[src/rtl/pplc_pkg.sv]
// ----------------------------------------------------------------------------
// pplc_pkg : shared types and constants of the PID position loop
// Widths, fixed-point constants, controller commands and state encoding.
// ----------------------------------------------------------------------------
package pplc_pkg;

  // fixed-point formats
  localparam int FRAC_BITS = 16;   // fraction bits of angles and integral
  localparam int STEP_FRAC = 16;   // fraction bits of step_time

  // field and register widths
  localparam int CNT_W     = 32;
  localparam int ANG_W     = 32;
  localparam int GAIN_W    = 16;
  localparam int PER_W     = 16;
  localparam int MAX_W     = 16;
  localparam int DPC_W     = 24;
  localparam int CFG_W     = 24;
  localparam int CFG_IDX_W = 3;

  // shared multiplier
  localparam int MUL_A_W = 33;
  localparam int MUL_B_W = 26;
  localparam int MUL_P_W = MUL_A_W + MUL_B_W;
  localparam int SPLIT   = 25;     // low part width of a split wide operand

  // internal value widths
  localparam int INT_W  = 49;      // integral, saturated to +/- 2^47
  localparam int DIFF_W = ANG_W + 1;
  localparam int DER_W  = 50;      // error difference times inverse_step
  localparam int ACC_W  = 67;      // full gain * wide value product
  localparam int CMD_W  = 53;      // sum of the three floored terms

  localparam logic signed [INT_W-1:0] INT_HI = INT_W'(48'h8000_0000_0000);
  localparam logic signed [INT_W-1:0] INT_LO = -INT_HI;
  localparam logic signed [ANG_W-1:0] ANG_MAX = {1'b0, {(ANG_W-1){1'b1}}};
  localparam logic signed [ANG_W-1:0] ANG_MIN = {1'b1, {(ANG_W-1){1'b0}}};

  typedef enum logic [CFG_IDX_W-1:0] {
    REG_KP, REG_KI, REG_KD, REG_STEP, REG_INV, REG_MAX, REG_DPC
  } cfg_reg_t;

  typedef enum logic [3:0] {
    MUL_NONE, MUL_ANG, MUL_INC, MUL_DER, MUL_KP,
    MUL_KILO, MUL_KIHI, MUL_KDLO, MUL_KDHI
  } mul_op_t;

  typedef enum logic [3:0] {
    POST_NONE, POST_ERR, POST_DIFF, POST_INTG, POST_DERV,
    POST_TKP, POST_LO, POST_HI, POST_LO_TERM, POST_TERM
  } post_op_t;

  typedef enum logic [3:0] {
    ST_IDLE, ST_ANGLE, ST_ERROR, ST_INC, ST_DERIV, ST_KP, ST_KI_LO,
    ST_KI_HI, ST_KD_LO, ST_KD_HI, ST_KD_ADD, ST_KD_TERM, ST_FINISH
  } state_t;

  typedef struct packed {
    mul_op_t  mul;     // operands for the shared multiplier this cycle
    post_op_t post;    // what to do with the registered product
    logic     load;    // capture an input item
    logic     finish;  // saturate, commit state, write the result register
  } ctrl_cmd_t;

endpackage

[src/rtl/pplc_mul.sv]
// ----------------------------------------------------------------------------
// pplc_mul : shared signed multiplier
// One signed 33 x 26 product per cycle while en is high, registered.
// ----------------------------------------------------------------------------
module pplc_mul
  import pplc_pkg::*;
(
  input  logic                      clk,
  input  logic                      en,
  input  logic signed [MUL_A_W-1:0] a,
  input  logic signed [MUL_B_W-1:0] b,
  output logic signed [MUL_P_W-1:0] p
);

  always_ff @(posedge clk) begin
    if (en) begin
      p <= a * b;
    end
  end

endmodule

[src/rtl/pplc_ctrl.sv]
// ----------------------------------------------------------------------------
// pplc_ctrl : sequencer of the PID position loop
// Steps each item through the multiply schedule and owns the handshakes.
// ----------------------------------------------------------------------------
module pplc_ctrl
  import pplc_pkg::*;
(
  input  logic      clk,
  input  logic      rst,
  input  logic      in_valid,
  output logic      in_ready,
  output logic      out_valid,
  input  logic      out_ready,
  output ctrl_cmd_t cmd
);

  state_t state;
  state_t state_next;

  always_ff @(posedge clk) begin
    if (rst) begin
      state <= ST_IDLE;
    end else begin
      state <= state_next;
    end
  end

  always_comb begin
    state_next = state;
    case (state)
      ST_IDLE:    if (in_valid) state_next = ST_ANGLE;
      ST_ANGLE:   state_next = ST_ERROR;
      ST_ERROR:   state_next = ST_INC;
      ST_INC:     state_next = ST_DERIV;
      ST_DERIV:   state_next = ST_KP;
      ST_KP:      state_next = ST_KI_LO;
      ST_KI_LO:   state_next = ST_KI_HI;
      ST_KI_HI:   state_next = ST_KD_LO;
      ST_KD_LO:   state_next = ST_KD_HI;
      ST_KD_HI:   state_next = ST_KD_ADD;
      ST_KD_ADD:  state_next = ST_KD_TERM;
      ST_KD_TERM: state_next = ST_FINISH;
      ST_FINISH:  if (!out_valid || out_ready) state_next = ST_IDLE;
      default:    state_next = ST_IDLE;
    endcase
  end

  always_comb begin
    in_ready   = 1'b0;
    cmd.mul    = MUL_NONE;
    cmd.post   = POST_NONE;
    cmd.load   = 1'b0;
    cmd.finish = 1'b0;
    case (state)
      ST_IDLE: begin
        in_ready = 1'b1;
        cmd.load = in_valid;
      end
      ST_ANGLE:   cmd.mul = MUL_ANG;
      ST_ERROR:   cmd.post = POST_ERR;
      ST_INC: begin
        cmd.mul  = MUL_INC;
        cmd.post = POST_DIFF;
      end
      ST_DERIV: begin
        cmd.mul  = MUL_DER;
        cmd.post = POST_INTG;
      end
      ST_KP: begin
        cmd.mul  = MUL_KP;
        cmd.post = POST_DERV;
      end
      ST_KI_LO: begin
        cmd.mul  = MUL_KILO;
        cmd.post = POST_TKP;
      end
      ST_KI_HI: begin
        cmd.mul  = MUL_KIHI;
        cmd.post = POST_LO;
      end
      ST_KD_LO: begin
        cmd.mul  = MUL_KDLO;
        cmd.post = POST_HI;
      end
      ST_KD_HI: begin
        cmd.mul  = MUL_KDHI;
        cmd.post = POST_LO_TERM;
      end
      ST_KD_ADD:  cmd.post = POST_HI;
      ST_KD_TERM: cmd.post = POST_TERM;
      ST_FINISH:  cmd.finish = !out_valid || out_ready;
      default: begin
        in_ready = 1'b0;
      end
    endcase
  end

  // result slot: fill on finish, drop once taken
  always_ff @(posedge clk) begin
    if (rst) begin
      out_valid <= 1'b0;
    end else if (cmd.finish) begin
      out_valid <= 1'b1;
    end else if (out_ready) begin
      out_valid <= 1'b0;
    end
  end

  a_start_with_angle : assert property (@(posedge clk) disable iff (rst)
    (in_valid && in_ready) |=> (cmd.mul == MUL_ANG))
    else $error("accepted item did not start with the angle product");

  a_finish_slot_free : assert property (@(posedge clk) disable iff (rst)
    cmd.finish |-> (!out_valid || out_ready))
    else $error("result written over an untaken result");

  a_valid_from_finish : assert property (@(posedge clk) disable iff (rst)
    $rose(out_valid) |-> ($past(state) == ST_FINISH))
    else $error("result raised outside the finish step");

endmodule

[src/rtl/pplc_dp.sv]
// ----------------------------------------------------------------------------
// pplc_dp : datapath of the PID position loop
// Config registers, loop state, shared multiplier and the term accumulator.
// ----------------------------------------------------------------------------
module pplc_dp
  import pplc_pkg::*;
(
  input  logic                 clk,
  input  logic                 rst,
  input  ctrl_cmd_t            cmd,
  input  logic                 cfg_we,
  input  logic [CFG_IDX_W-1:0] cfg_index,
  input  logic [CFG_W-1:0]     cfg_data,
  input  logic [CNT_W-1:0]     position_count,
  input  logic [ANG_W-1:0]     target_angle,
  output logic                 reverse,
  output logic [MAX_W-1:0]     duty,
  output logic                 clamped
);

  // configuration
  logic signed [GAIN_W-1:0] kp, ki, kd;
  logic [PER_W-1:0]         step_time, inverse_step;
  logic [MAX_W-1:0]         cmd_limit;
  logic [DPC_W-1:0]         degrees_per_count;

  // loop state
  logic signed [INT_W-1:0]  error_integral;
  logic signed [ANG_W-1:0]  last_error;

  // per-item working registers
  logic signed [CNT_W-1:0]  count;
  logic signed [ANG_W-1:0]  target;
  logic signed [ANG_W-1:0]  error;
  logic signed [DIFF_W-1:0] diff;
  logic signed [INT_W-1:0]  new_int;
  logic signed [DER_W-1:0]  deriv;
  logic signed [ACC_W-1:0]  acc;
  logic signed [CMD_W-1:0]  command;

  logic signed [MUL_A_W-1:0] mul_a;
  logic signed [MUL_B_W-1:0] mul_b;
  logic signed [MUL_P_W-1:0] p;
  logic signed [ACC_W-1:0]   p_ext;

  logic signed [MUL_P_W:0]   err_sum;
  logic signed [INT_W+1:0]   int_sum;
  logic signed [CMD_W-1:0]   max_pos, max_neg, sat;
  logic                      over, under, clamp_now;
  logic [CMD_W-1:0]          mag;

  always_ff @(posedge clk) begin
    if (rst) begin
      kp                <= '0;
      ki                <= '0;
      kd                <= '0;
      step_time         <= PER_W'(655);
      inverse_step      <= PER_W'(100);
      cmd_limit         <= MAX_W'(1000);
      degrees_per_count <= DPC_W'(23593);
    end else if (cfg_we) begin
      case (cfg_reg_t'(cfg_index))
        REG_KP:   kp                <= cfg_data[GAIN_W-1:0];
        REG_KI:   ki                <= cfg_data[GAIN_W-1:0];
        REG_KD:   kd                <= cfg_data[GAIN_W-1:0];
        REG_STEP: step_time         <= cfg_data[PER_W-1:0];
        REG_INV:  inverse_step      <= cfg_data[PER_W-1:0];
        REG_MAX:  cmd_limit         <= cfg_data[MAX_W-1:0];
        REG_DPC:  degrees_per_count <= cfg_data[DPC_W-1:0];
        default:  kp                <= kp;
      endcase
    end
  end

  // operand select for the shared multiplier
  always_comb begin
    mul_a = '0;
    mul_b = '0;
    case (cmd.mul)
      MUL_ANG: begin
        mul_a = MUL_A_W'(count);
        mul_b = {{(MUL_B_W-DPC_W){1'b0}}, degrees_per_count};
      end
      MUL_INC: begin
        mul_a = MUL_A_W'(error);
        mul_b = {{(MUL_B_W-PER_W){1'b0}}, step_time};
      end
      MUL_DER: begin
        mul_a = diff;
        mul_b = {{(MUL_B_W-PER_W){1'b0}}, inverse_step};
      end
      MUL_KP: begin
        mul_a = MUL_A_W'(error);
        mul_b = MUL_B_W'(kp);
      end
      MUL_KILO: begin
        mul_a = MUL_A_W'(ki);
        mul_b = {{(MUL_B_W-SPLIT){1'b0}}, new_int[SPLIT-1:0]};
      end
      MUL_KIHI: begin
        mul_a = MUL_A_W'(ki);
        mul_b = MUL_B_W'($signed(new_int[INT_W-1:SPLIT]));
      end
      MUL_KDLO: begin
        mul_a = MUL_A_W'(kd);
        mul_b = {{(MUL_B_W-SPLIT){1'b0}}, deriv[SPLIT-1:0]};
      end
      MUL_KDHI: begin
        mul_a = MUL_A_W'(kd);
        mul_b = MUL_B_W'($signed(deriv[DER_W-1:SPLIT]));
      end
      default: begin
        mul_a = '0;
        mul_b = '0;
      end
    endcase
  end

  pplc_mul u_mul (
    .clk (clk),
    .en  (cmd.mul != MUL_NONE),
    .a   (mul_a),
    .b   (mul_b),
    .p   (p)
  );

  assign p_ext   = ACC_W'(p);
  assign err_sum = (MUL_P_W+1)'(target) - (MUL_P_W+1)'(p);
  assign int_sum = (INT_W+2)'(error_integral) + (INT_W+2)'(p >>> STEP_FRAC);

  // saturation of the command
  assign max_pos   = CMD_W'($signed({1'b0, cmd_limit}));
  assign max_neg   = -max_pos;
  assign over      = command > max_pos;
  assign under     = command < max_neg;
  assign sat       = over ? max_pos : (under ? max_neg : command);
  assign clamp_now = (over || under) && ((error > 0) == (command > 0));
  assign mag       = sat[CMD_W-1] ? CMD_W'(-sat) : CMD_W'(sat);

  always_ff @(posedge clk) begin
    if (cmd.load) begin
      count  <= position_count;
      target <= target_angle;
    end
    case (cmd.post)
      POST_ERR: begin
        if (err_sum > (MUL_P_W+1)'(ANG_MAX)) begin
          error <= ANG_MAX;
        end else if (err_sum < (MUL_P_W+1)'(ANG_MIN)) begin
          error <= ANG_MIN;
        end else begin
          error <= err_sum[ANG_W-1:0];
        end
      end
      POST_DIFF: diff <= DIFF_W'(error) - DIFF_W'(last_error);
      POST_INTG: begin
        if (int_sum > (INT_W+2)'(INT_HI)) begin
          new_int <= INT_HI;
        end else if (int_sum < (INT_W+2)'(INT_LO)) begin
          new_int <= INT_LO;
        end else begin
          new_int <= int_sum[INT_W-1:0];
        end
      end
      POST_DERV: deriv   <= p[DER_W-1:0];
      POST_TKP:  command <= CMD_W'(p >>> FRAC_BITS);
      POST_LO:   acc     <= p_ext;
      POST_HI:   acc     <= acc + (p_ext <<< SPLIT);
      POST_LO_TERM: begin
        command <= command + CMD_W'(acc >>> FRAC_BITS);
        acc     <= p_ext;
      end
      POST_TERM: command <= command + CMD_W'(acc >>> FRAC_BITS);
      default:   acc     <= acc;
    endcase
  end

  // loop state: hold the integral while clamped
  always_ff @(posedge clk) begin
    if (rst) begin
      error_integral <= '0;
      last_error     <= '0;
    end else if (cmd.finish) begin
      if (!clamp_now) begin
        error_integral <= new_int;
      end
      last_error <= error;
    end
  end

  always_ff @(posedge clk) begin
    if (cmd.finish) begin
      reverse <= sat[CMD_W-1];
      duty    <= mag[MAX_W-1:0];
      clamped <= clamp_now;
    end
  end

  a_clamp_at_limit : assert property (@(posedge clk) disable iff (rst)
    cmd.finish |=> (!clamped || duty == cmd_limit))
    else $error("clamped result below the saturation limit");

  a_duty_within_limit : assert property (@(posedge clk) disable iff (rst)
    cmd.finish |=> (duty <= cmd_limit))
    else $error("duty above the saturation limit");

  a_integral_held : assert property (@(posedge clk) disable iff (rst)
    (cmd.finish && clamp_now) |=> (error_integral == $past(error_integral)))
    else $error("integral moved on a clamped item");

endmodule

[src/rtl/pid_position_loop_clamp.sv]
// ----------------------------------------------------------------------------
// pid_position_loop_clamp : PID position loop with clamping anti-windup
// Scales an encoder count to degrees, forms P, I and D terms in fixed point,
// saturates the sum and gives direction, duty and a clamp flag per item.
// ----------------------------------------------------------------------------
// Schedule: each item walks the twelve-step schedule of the single shared
//   33 x 26 multiplier, and a new item is taken only once the last one has
//   finished; a new item is taken while the last result still waits, but
//   finishing stalls until the result slot is free.
// Reset (rst, synchronous): clear the integral and last error, restore the
//   register defaults and empty the result slot.
// ----------------------------------------------------------------------------
module pid_position_loop_clamp
  import pplc_pkg::*;
(
  input  logic                 clk,
  input  logic                 rst,
  // slave side: [31:0] position_count, [63:32] target_angle
  input  logic                 s_axis_tvalid,
  output logic                 s_axis_tready,
  input  logic [63:0]          s_axis_tdata,
  // master side: [0] reverse, [16:1] duty, [17] clamped, [23:18] zero
  output logic                 m_axis_tvalid,
  input  logic                 m_axis_tready,
  output logic [23:0]          m_axis_tdata,
  // configuration writes
  input  logic                 cfg_we,
  input  logic [CFG_IDX_W-1:0] cfg_index,
  input  logic [CFG_W-1:0]     cfg_data
);

  ctrl_cmd_t        cmd;
  logic             reverse;
  logic [MAX_W-1:0] duty;
  logic             clamped;

  // sequencer: walks each item through the multiply schedule
  pplc_ctrl u_ctrl (
    .clk       (clk),
    .rst       (rst),
    .in_valid  (s_axis_tvalid),
    .in_ready  (s_axis_tready),
    .out_valid (m_axis_tvalid),
    .out_ready (m_axis_tready),
    .cmd       (cmd)
  );

  // datapath: registers, loop state, shared multiplier, result register
  pplc_dp u_dp (
    .clk            (clk),
    .rst            (rst),
    .cmd            (cmd),
    .cfg_we         (cfg_we),
    .cfg_index      (cfg_index),
    .cfg_data       (cfg_data),
    .position_count (s_axis_tdata[CNT_W-1:0]),
    .target_angle   (s_axis_tdata[CNT_W+ANG_W-1:CNT_W]),
    .reverse        (reverse),
    .duty           (duty),
    .clamped        (clamped)
  );

  // pack the result, low field first, padded to whole bytes
  assign m_axis_tdata = {6'b0, clamped, duty, reverse};

endmodule

[config.mk]
export PLATFORM = sky130hd
export DESIGN_NAME = pid_position_loop_clamp
export DESIGN_NICKNAME = d
export VERILOG_FILES = /design/src/rtl/pplc_pkg.sv /design/src/rtl/pplc_mul.sv /design/src/rtl/pplc_ctrl.sv /design/src/rtl/pplc_dp.sv /design/src/rtl/pid_position_loop_clamp.sv
export SDC_FILE = /design/constraint.sdc
export NUM_CORES = 2
export LEC_CHECK = 0
export ABC_AREA = 1
export BUFFER_PORTS_ARGS = -buffer_cell sky130_fd_sc_hd__buf_2
export CAP_MARGIN = 40
export CORE_MARGIN = 5
export CORE_UTILIZATION = 35
export DETAILED_ROUTE_END_ITERATION = 12
export PLACE_DENSITY = 0.55
export SLEW_MARGIN = 20
export SYNTH_ARGS = -nofsm -noshare
export SYNTH_HDL_FRONTEND = slang
export SYNTH_SLANG_ARGS = --single-unit
[constraint.sdc]
create_clock -name clk -period 9.3 [get_ports clk]
set_input_delay 0.93 -clock clk [delete_from_list [all_inputs] [get_ports clk]]
set_output_delay 0.93 -clock clk [all_outputs]
set_load 0.005 [all_outputs]
# Word-level counts from Yosys, hierarchy flattened
# Index checks and enable logic that the tools add are counted.
# totals
register_bits,631
input_bits,96
output_inout_bits,26
elab_cells,124
# classes
n_addsub,7
mul,1
n_lt_le_gt_ge,8
eq_ne,38
n_mux,19
bitwise_logic,1
reduce_logical,26
# op_table
op,count
one-hot mux 26 bit (8 select lines),1
one-hot mux 33 bit (5 select lines),1
one-hot mux 67 bit (2 select lines),1
2-to-1 mux 53 bit,2
one-hot mux 53 bit (2 select lines),1
adder 67 bit,1
"> comparator 60 x 32 -> 1 bit, second input constant",1
"< comparator 60 x 32 -> 1 bit, second input constant",1
subtractor 32 x 59 -> 60 bit,1
multiplier 33 x 26 -> 59 bit,1
adder 53 x 51 -> 53 bit,1
"> comparator 53 x 1 -> 1 bit, second input constant",1
> comparator 53 x 17 -> 1 bit,1
< comparator 53 bit,1
negation 16 -> 53 bit,1
one-hot mux 4 bit (13 select lines),1
"> comparator 51 x 49 -> 1 bit, second input constant",1
"< comparator 51 x 48 -> 1 bit, second input constant",1
adder 49 x 43 -> 50 bit,1
2-to-1 mux 49 bit,1
"== test 4 x 3 -> 1 bit, second input constant",12
one-hot mux 4 bit (9 select lines),1
subtractor 32 x 32 -> 33 bit,1
"== test 4 bit, second input constant",8
other kinds (25),57

# Longest topological paths before layout
# depth
ltp_word,6
mapped_depth,40

# Cells and area by module
# A second synthesis with hierarchy kept.
# hier_totals
cells_unflattened,9983
hier_area_um2,74780.5
# modules_own_cells
mod,n_inst,cells_per_inst,area_per_inst_um2,seq_area_each_um2
pplc_dp,1,5496,39779.4,14533.9
pplc_mul,1,4413,34573.2,1771.7
pplc_ctrl,1,65,364.1,100.1
pid_position_loop_clamp,1,9,63.8,0.0

# Least setup slack after synthesis
# OpenSTA, ideal clock, no wires.
# synth_path
path_kind,register -> register
startpoint,register u_ctrl.state[2]
endpoint,"register u_dp.u_mul.p[57], data pin"
setup_ns,0.258
arrival_ns,9.173
slack_ns,-0.131
path_stages_with_launch,28
n_path_buf,2
period_less_slack_ns,9.431
cell_sequence,dfxtp_1 -> inv_2 -> nor2_1 -> inv_2 -> nor2_2 -> clkbuf_1 -> a221oi_1 -> nand2_1 -> buf_2 -> nand2_1 -> fa_1 -> fa_1 -> inv_1 -> fa_1 -> fa_1 -> fa_1 -> fa_1 -> inv_1 -> fa_1 -> inv_1 -> ha_1 -> a21oi_1 -> o21ai_0 -> a221oi_1 -> o211ai_1 -> nand2_1 -> nand3_1 -> xor2_1
# synth_via
elab_chain_len,6
elab_cells_between_ends,23
# synth_rtl
element,line,source
start: declaration,pplc_ctrl.sv:17,state_t state;
start signal: assignment,pplc_ctrl.sv:24,state <= state_next;
"== test 4 bit, or another cell as far along",pplc_ctrl.sv:54,case (state)
one-hot mux 4 bit (8 select lines) (*),pplc_ctrl.sv:54,
"== test 4 x 3 -> 1 bit, or another cell as far along",pplc_dp.sv:79,case (cmd.mul)
OR reduction 2 bit (no source line),n/a,
one-hot mux 33 bit (5 select lines),pplc_dp.sv:79,
multiplier 33 x 26 -> 59 bit (*),pplc_mul.sv:17,p <= a * b;
end signal: assignment,pplc_mul.sv:17,
end: declaration,pplc_mul.sv:12,output logic signed [MUL_P_W-1:0] p
# Mark *: on every way between the ends. The rest lies on a longest branch, timed or not.
# A chain may end at the register's enable or synchronous reset.

# Final worst setup path
# layout_path
startpoint,register u_ctrl.state[3]
endpoint,"register u_dp.u_mul.p[57], data pin"
# The elaborated chain is that of the path after synthesis.

==> parameters.txt <==
Parameter                              Value

Route
  Antenna-violating nets left ... 0
  1st-iter DRT viols ... 5395
  Sum of routed wire length over all layers ... 284800 µm
  Ratio of routed vias to standard cells ... 5.148
  Total via count after detailed routing ... 63330
  Number of detailed-routing iterations run before antenna repair ... 8
  Number of DRC violations after detailed routing ... 0
  Routed wire length per instance ... 23.15 µm

Die
  IO Pins ... 122
  Die width ... 465.8 µm
  Overall die area ... 0.2169 mm²
  Y dimension of the die ... 465.8 µm
  Std cell rows ... 167
  Core region area ... 0.2069 mm²
  Effective utilization at floorplan ... 35.15%

Yosys
  Fraction of synthesized area in multiplexers ... 0%
  Synth Area in XOR/XNOR ... 2.817%
  Main combinational cell family by area after synthesis ... adder cells
  Fraction of the yosys area taken by sequential cells ... 22.56%
  Share of flip-flops with an asynchronous set or reset ... 0%
  Number of flops mapped to enable cells by yosys ... 409
  YS warnings ... 0
  Cell Area, Synth ... 0.07270 mm²
  Synth Area in Compound Gates ... 10.02%
  Flip-flop and latch count after synthesis ... 615
  Post-synthesis cell type count ... 59
  Top flip-flop cell by instance count after synthesis ... edfxtp_1
  Simple-gate portion of the synthesized area ... 19.84%
  Mean cell area of the mapped netlist ... 7.754 µm²
  Post-Synthesis Cells ... 9377
  Post-synthesis adder-cell area fraction ... 32.30%

Clock network
  CTS buffer count ... 74
  Number of buffers between clock root and the deepest sink ... 3
  Clock latency on the worst-skew pair ... 0.72 ns
  CTS tree ... done
  CTS clk-pin slew, worst paths ... 0.06 ns
  Clock Sinks ... 615
  CTS H-Tree Depth ... 3
  CTS root buf ... clkbuf_16

Hold path
  Worst hold path class ... primary input to flop

Placed design
  RePlAce Congestion ... 0.9903
  Port Buffer Count ... 115
  Number of cells after detailed placement ... 12140
  Setup Slack @ Placement ... 0.1142 ns
  Half-perimeter wire length after placement ... 232600 µm

Timing
  Worst hold margin ... 0.3912 ns
  Number of slew-limit violations in the final report ... 0
  Maximum frequency from static timing analysis ... 111.8 MHz
  Count of final setup violators ... 0
  Final sum of negative setup slack ... 0 ns
  Final-report hold violation count ... 0
  Worst Clk Skew ... 0.06692 ns
  Relative slew slack ... 37.68%
  Final critical delay including setup and external delays ... 8.948 ns
  Post-route fraction of the period consumed by the critical path ... 96.22%
  Actual transition at the worst max-transition pin ... 0.9348 ns
  Worst Setup Slack, final ... 0.3519 ns

Power
  Leakage power summed over all cells ... 40.30 nW
  Maximum VDD drop ... 0.0001990 V
  Power density over cell area ... 155.3 mW/mm²

Critical path
  Crit Path Max Fanout ... 33
  Master of the slowest instance on the critical path ... fa_1
  Worst setup SP type ... flop
  Start point of the critical path ... u_ctrl.state[3]
  Most prevalent standard cell on the critical path ... fa_1
  Worst reg2reg setup slack ... 0.35 ns
  Required time of the worst setup path ... 9.72 ns
  Biggest cell delay along the critical path ... 0.67 ns
  Depth of the worst register-to-register path ... 30
  Crit. End Element ... flop
  Capture point of the worst path ... u_dp.u_mul.p[57]
  Classification of the worst setup path ... flop to flop
  FF-to-FF Start ... u_ctrl.state[3]
  Critical register-to-register path endpoint ... u_dp.u_mul.p[57]
  WP data arrival ... 9.37 ns

Global routing
  Antenna violations before repair ... 23
  Wire length of the first global-routing pass ... 418200 µm
  Largest net degree at the start of global routing ... 77
  Vias in the first global route ... 63660
  Total GRT Usage ... 25.82%
  Final global-route overflow total ... 0

Run
  Count of max-cap constraint violations ... 0

Final layout
  Final instance count without filler cells ... 12300
  Number of nets in the layout ... 10980
  Layout cell share with drive strength beyond 1 ... 6.567%
  Synthesis-to-layout area growth ... 10.38%

Run status
  Run status ... finished clean
synthesized netlist by cell type, types with 16 or more instances:
master / instances / share of area (%)
nand2_1: 2081 / 11
inv_1: 2042 / 11
nor2_1: 911 / 4.7
fa_1: 883 / 24
o21ai_0: 507 / 3.5
a21oi_1: 487 / 3.4
ha_1: 464 / 8.0
edfxtp_1: 409 / 17
nand3_1: 253 / 1.7
dfxtp_1: 206 / 5.7
xor2_1: 143 / 1.7
buf_2: 125 / 0.86
clkbuf_1: 120 / 0.62
xnor2_1: 89 / 1.1
nand4_1: 72 / 0.62
nor3_1: 63 / 0.43
a31oi_1: 58 / 0.50
nor2_2: 52 / 0.45
nor4_1: 42 / 0.36
a221oi_1: 35 / 0.42
o211ai_1: 28 / 0.29
o21a_1: 26 / 0.27
or2_2: 26 / 0.22
a22o_1: 25 / 0.30
nand2_2: 21 / 0.18
o21bai_1: 21 / 0.22
a21o_1: 19 / 0.20
a21boi_0: 16 / 0.17
a22oi_1: 16 / 0.17
worst max-delay path: cells and delay by family (launching register included):
kind,cells,cell delay (ns)
adder cells (fa/ha/maj),8,4.14
AO/OA/AOI/OAI,6,1.62
buffers and inverters,9,1.43
AND/OR/NAND/NOR,6,0.77
flip-flops,1,0.46
XOR/XNOR,1,0.14
metal layers:
metal | vias up | GRT usage, % | routed length (µm)
met1 | 31200 | 35.59 | 123500
met3 | 458 | 3.239 | 19660
met2 | 2294 | 41.05 | 127500
li1 | 29380 | - | -
met4 | 6 | 10.85 | 14080
met5 | - | 0 | 30
where the power goes:
part           switching (mW)  internal [mW]
Sequential              0.338           3.29
Combinational            4.02           1.80
Clock                    1.35           1.67
Total                    5.70           6.76
metrics by stage:
step	area (µm²)	power, mW	utilization (%)
2_1_floorplan	72720	7.050	-
3_3_place_gp	77150	9.339	37.30
3_5_place_dp	77480	9.394	37.45
4_1_cts	79940	12.45	38.65
5_1_grt	80240	13.18	38.79
6_report	80250	12.46	38.80
cell type report:
cell class	instances	area (µm²)
clock buffer	103	2063
sequential	615	16410
multi-input combinational	6436	47450
tap	2704	3383
fill	21630	126600
timing repair buffer	345	2789
antenna	5	12.51
clock inverter	34	405.4
inverter	2061	7745
worst min-delay path by stage:
stage,cells past startpoint,slack (ns),startpoint,endpoint
after CTS,1,0.33,s_axis_tdata[13],u_dp.count[13]
after global placement,2,0.44,u_dp.inverse_step[2],u_dp.inverse_step[2]
after floorplan,2,0.42,u_dp.kd[0],u_dp.kd[0]
final,1,0.39,s_axis_tdata[13],u_dp.count[13]
after global routing,1,0.37,s_axis_tdata[2],u_dp.count[2]
after detailed placement,2,0.45,u_dp.kd[0],u_dp.kd[0]
layout by cell type (no fill, tap or decap), drive strengths merged, types with 58 or more instances in the layout:
cell    count
xor2      144
edfxtp    409
inv      2062
buf       342
nand3     260
ha        464
fa        883
nand2    2103
nand4      72
dfxtp     206
a31oi      58
clkbuf    106
xnor2      89
o21ai     527
a21oi     490
nor3       67
nor2      965
state kept, by name, indices dropped and copies added, names as in the netlist, 33 cells and up:
signal,flops
u_dp.acc,51
u_dp.command,53
u_dp.deriv,50
u_dp.new_int,49
u_dp.diff,33
u_dp.u_mul.p,59
u_dp.error_integral,49
cell families after synthesis:
| logic type | count (synthesis) |
|---|---|
| compound gates | 1295 |
| xor+xnor | 233 |
| fa+ha+maj | 1347 |
| buf+inv | 2332 |
| flops | 615 |
| other cells | 1 |
| simple gates | 3554 |
repair_timing:
item                                   CTS  global route
gates resized for setup                  0            19
hold buffers                             0             0
endpoints found under the hold margin    0             0
setup buffers                            0            11
setup endpoints to repair                0            23
Note: power is estimated with default switching activity, not from simulation.
